$ cat config.mk
export PLATFORM = sky130hd
export DESIGN_NAME = hawrf_recycle_fifo
export DESIGN_NICKNAME = d
export VERILOG_FILES = /design/src/hw/rtl/hawrf_pkg.sv /design/src/hw/rtl/hawrf_recycle_fifo.sv
export SDC_FILE = /design/constraint.sdc
export NUM_CORES = 2
export LEC_CHECK = 0
export BUFFER_PORTS_ARGS = -buffer_cell sky130_fd_sc_hd__buf_2
export CAP_MARGIN = 5
export CORE_ASPECT_RATIO = 1.2
export CORE_MARGIN = 4
export CORE_UTILIZATION = 42
export DETAILED_ROUTE_END_ITERATION = 12
export MAX_ROUTING_LAYER = met4
export PLACE_DENSITY = 0.66
export SLEW_MARGIN = 25
export SYNTH_ARGS = -nofsm -noshare
export SYNTH_HDL_FRONTEND = slang
export SYNTH_SLANG_ARGS = --single-unit
$ cat constraint.sdc
create_clock -name clk -period 2.58 [get_ports clk]
set_clock_uncertainty 0.05 [all_clocks]
set_input_delay 0.516 -clock clk [delete_from_list [all_inputs] [get_ports clk]]
set_output_delay 0.516 -clock clk [all_outputs]
set_load 0.02 [all_outputs]
$ cat src/hw/rtl/hawrf_pkg.sv
// Package with the request, response and control types of the handle allocator.
`timescale 1ns / 1ps
package hawrf_pkg;

  localparam int HANDLE_W    = 31;
  localparam int PAYLOAD_F_W = 64;

  typedef enum logic [1:0] {
    CMD_ALLOC   = 2'd0,
    CMD_RELEASE = 2'd1,
    CMD_GET     = 2'd2,
    CMD_SET     = 2'd3
  } cmd_t;

  typedef enum logic [1:0] {
    ST_OK         = 2'd0,
    ST_NOT_IN_USE = 2'd1,
    ST_NO_SPACE   = 2'd2
  } status_t;

  typedef struct packed {
    cmd_t                   cmd;
    logic [HANDLE_W-1:0]    handle;
    logic [PAYLOAD_F_W-1:0] payload_in;
  } in_req_t;

  typedef struct packed {
    status_t                status;
    logic [HANDLE_W-1:0]    handle_out;
    logic [PAYLOAD_F_W-1:0] payload_out;
  } out_rsp_t;

  typedef enum logic [1:0] {
    S_CLEAR,
    S_IDLE,
    S_EXEC
  } state_t;

  typedef struct packed {
    logic pop;
    logic push;
  } fifo_ctrl_t;

  typedef struct packed {
    logic empty;
    logic full;
  } fifo_stat_t;

endpackage

$ cat src/hw/rtl/hawrf_recycle_fifo.sv
// Recycle FIFO of released handle offsets, held in a synchronous memory.
`timescale 1ns / 1ps
module hawrf_recycle_fifo #(
  parameter int NUM_HANDLES = 256
) (
  input  logic                           clk,
  input  logic                           rst_n,
  input  hawrf_pkg::fifo_ctrl_t          ctrl,
  input  logic [$clog2(NUM_HANDLES)-1:0] push_data,
  output logic [$clog2(NUM_HANDLES)-1:0] head_data,
  output hawrf_pkg::fifo_stat_t          stat
);
  import hawrf_pkg::*;

  localparam int IDX_W = $clog2(NUM_HANDLES);
  localparam int CNT_W = $clog2(NUM_HANDLES + 1);

  logic [IDX_W-1:0] mem [NUM_HANDLES];
  logic [IDX_W-1:0] head_r, head_nxt;
  logic [IDX_W-1:0] tail_r, tail_nxt;
  logic [CNT_W-1:0] count_r, count_nxt;
  logic [IDX_W-1:0] head_data_r;

  function automatic logic [IDX_W-1:0] wrap_inc(input logic [IDX_W-1:0] p);
    wrap_inc = (p == IDX_W'(NUM_HANDLES - 1)) ? '0 : p + 1'b1;
  endfunction

  assign stat.empty = (count_r == '0);
  assign stat.full  = (count_r == CNT_W'(NUM_HANDLES));
  assign head_data  = head_data_r;

  always_comb begin
    head_nxt  = head_r;
    tail_nxt  = tail_r;
    count_nxt = count_r;
    if (ctrl.pop && !stat.empty) begin
      head_nxt  = wrap_inc(head_r);
      count_nxt = count_r - 1'b1;
    end else if (ctrl.push && !stat.full) begin
      tail_nxt  = wrap_inc(tail_r);
      count_nxt = count_r + 1'b1;
    end
  end

  always_ff @(posedge clk) begin
    if (!rst_n) begin
      head_r  <= '0;
      tail_r  <= '0;
      count_r <= '0;
    end else begin
      head_r  <= head_nxt;
      tail_r  <= tail_nxt;
      count_r <= count_nxt;
    end
  end

  always_ff @(posedge clk) begin
    if (ctrl.push && !ctrl.pop && !stat.full) begin
      mem[tail_r] <= push_data;
    end
    head_data_r <= mem[head_r];
  end

endmodule

==> flow_summary.yaml <==
drt:
  first_pass_iters: 5
  drc: 0
  wl_mm: 233
  vias: 44600
  viasPerCell: 5.96
  antenna_left: 0
  dr.first_iter.drc_count: 5859
  avgRoutedWirePerCell_um: 31.2
layout:
  drive_gt1_share_pct: 36.8
  fin_nets: 4753
  syn_to_final_growth_pct: 21.3
  design_area_mm2: 0.0986
  instances_no_fill: 7475
  fin_util_pct: 51.3
status:
  failed_checks: "setup timing"
  status: "finished with violations"
logic_synthesis:
  synthFlopType: "edfxtp_1"
  synth-simple-area-share_pct: 3.08
  async_reset_ff_share_pct: 0
  synth_mux_area_share_pct: 14.4
  synth_compound_area_share_pct: 3.80
  synth_top_area_share_pct: 75.7
  syn_area_mm2: 0.0813
  synth-edff-count: 2048
  synth_fa_ha_area_share_pct: 0.209
  synth_cell_types: 76
  synthesis.nets: 4031
  yosys_warnings: 0
  ys_seq_area_share_pct: 76.5
  synthCells: 4006
  synth_top_family_by_area: "multiplexers"
  yosys.area_share.xor_xnor_pct: 0.162
  yosysMostFrequentCell: "edfxtp_1"
  synthTopCellsByCount: "2048 x edfxtp_1, 418 x mux4_2, 301 x nor2_1"
  syn_area_per_cell_um2: 20.3
  yosys.area.top_type: "edfxtp_1"
  ys_ff_latch: 2081
  synth_area_leaders: "edfxtp_1 76%, mux4_2 12%, mux2i_1 2.2%, nor2_1 1.4%, dfxtp_1 0.81%"
global_routing:
  grt_pass1_wl_mm: 331
  antenna_found_initial: 10
  grt_start_max_net_pins: 86
  grt_use_total_pct: 23.8
  first_global_vias: 44700
  grt-ovfl-total: 0
clock_network:
  insertion_delay_ns: 0.83
  root_buffer: "clkbuf_16"
  cts.clk_slew.worst_paths_ns: 0.07
  cts_tree: "built"
  clock_sinks: 2081
  cts_max_level: 4
  cts_buffer_depth: 3
  numCtsBuffers: 188
place:
  port_buffers: 21
  dp_hpwl_mm: 152
  place_congestion: 0.936
  dpl-instance-area_mm2: 0.0897
  dp_cells: 7038
floorplan:
  coreArea_mm2: 0.192
  io_pins: 22
  start_util_pct: 42.3
  rows: 176
  die_h_um: 490
  die_area_mm2: 0.201
  dieWidth_um: 410
flow_run:
  max-cap-violations: 0
sta:
  fin_crit_sh_pct: 118
  whs_ns: 0.109
  hold_viol: 0
  worst_slew_pin_slew_ns: 0.767
  slew_headroom_pct: 48.6
  setup_viol: 13
  layout_setup_ws_ns: -0.460
  fmax_mhz: 329
  period_minus_slack_ns: 3.04
  finalMaxSlewViolations: 0
  rsz0062_at_grt: "yes"
worst_setup_path:
  cp_cell_sequence: "buf_12 -> buf_12 -> mux4_2 -> a22o_4 -> a221oi_4 -> buf_4 -> a22oi_2 -> mux4_2 -> a22o_1"
  cp_data_required_time_ns: 3.25
  cp_slowest_stage_delay_ns: 0.59
  crit_path_start_kind: "flip-flop"
  crit_path_end_kind: "flip-flop"
  slowest_stage: "mux4_2"
  worstSetupPathType: "reg -> reg"
  crit_fanout: 5
  critical-path-top-delay-family: "multiplexers"
  critical_path_buf_inv_count: 3
  crit_arrival_ns: 3.71
power:
  power_w: 0.0824
  power_density_mw_per_mm2: 836
  p_leak_nw: 31.1
  peakVddDrop_mv: 0.789
worst_hold_path:
  holdCritPathClass: "in -> reg"
[through the flow]
stage                TNS, ns  setup slack [ns]
finish                 -3.29            -0.460
global route           -4.80            -0.455
CTS                    -3.16            -0.438
detailed placement   -195.05             -1.02
global placement     -168.60             -1.04
floorplan           -0.00805          -0.00805
[worst paths after layout]
kind,endpoint,cells after the start,slack [ns],from
worst max-delay path,head_data[3]$_DFF_P_,9,-0.46,head_r[0]$_SDFFE_PN0P_
worst min register to register,tail_r[5]$_SDFFE_PN0P_,2,0.50,tail_r[5]$_SDFFE_PN0P_
worst min-delay path,mem[208][2]$_DFFE_PP_,1,0.11,push_data[2]
worst max register to register,head_data[3]$_DFF_P_,9,-0.46,head_r[0]$_SDFFE_PN0P_
[logic make-up after synthesis]
family                   count (synthesis)
XOR/XNOR                                15
adder cells (fa/ha/maj)                 13
flip-flops                            2081
AO/OA/AOI/OAI                          443
AND/OR/NAND/NOR                        578
buffers and inverters                  252
multiplexers                           624
[placed cells by master, fill, tap and decap left out, types with 28 or more instances in the layout]
master,synthesis,final
clkinv_1,1,41
clkbuf_1,95,44
nor2_4,0,97
nand3_1,37,32
clkinv_2,0,35
nand2_1,128,122
edfxtp_1,2048,2048
nor2_2,0,91
buf_4,25,589
o22ai_1,40,37
o21ai_0,50,41
clkbuf_16,0,195
buf_12,4,119
nor2_1,301,113
a21oi_1,86,69
a22oi_1,73,58
mux2i_1,176,168
a221oi_1,39,28
mux4_2,418,420
[sequential cells by signal, summed over array words and instances (netlist names)]
| register | flops |
|---|---|
| head_data | 8 |
| tail_r | 8 |
| head_r | 8 |
| mem | 2048 |
| count_r | 9 |
[routing by layer]
metal	global-route usage (%)	routed length (µm)	vias to the layer above
met5	-	0	-
met2	37.7	114000	2602
li1	-	-	18100
met3	4.24	21100	591
met4	12.8	13800	0
met1	29.3	84300	23300
[power breakdown]
part	total, W	switching, W	internal (W)
clock network	0.0277	0.0124	0.0153
registers	0.0375	0.000252	0.0372
logic	0.0173	0.00853	0.00873
total	0.0824	0.0212	0.0613
[area by class of cell]
| class | instances | area [µm²] |
|---|---|---|
| clock buffer | 239 | 5010 |
| fill | 15000 | 93500 |
| multi-input combinational | 1673 | 19300 |
| clock inverter | 107 | 1010 |
| sequential | 2081 | 62200 |
| antenna | 10 | 25.0 |
| timing repair buffer | 774 | 7800 |
| inverter | 10 | 38.8 |
| tap | 2581 | 3230 |
[what timing repair did]
| item | in CTS | in global routing |
|---|---|---|
| endpoints found under the hold margin | 3 | 0 |
| hold buffers | 1 | 0 |
| gates resized for setup | 303 | 187 |
| setup buffers | 25 | 47 |
| endpoints found under the setup margin | 1344 | 217 |
| pin swaps | 36 | 40 |
| cloned | 7 | 3 |
Power figures use the tool's default switching activity.
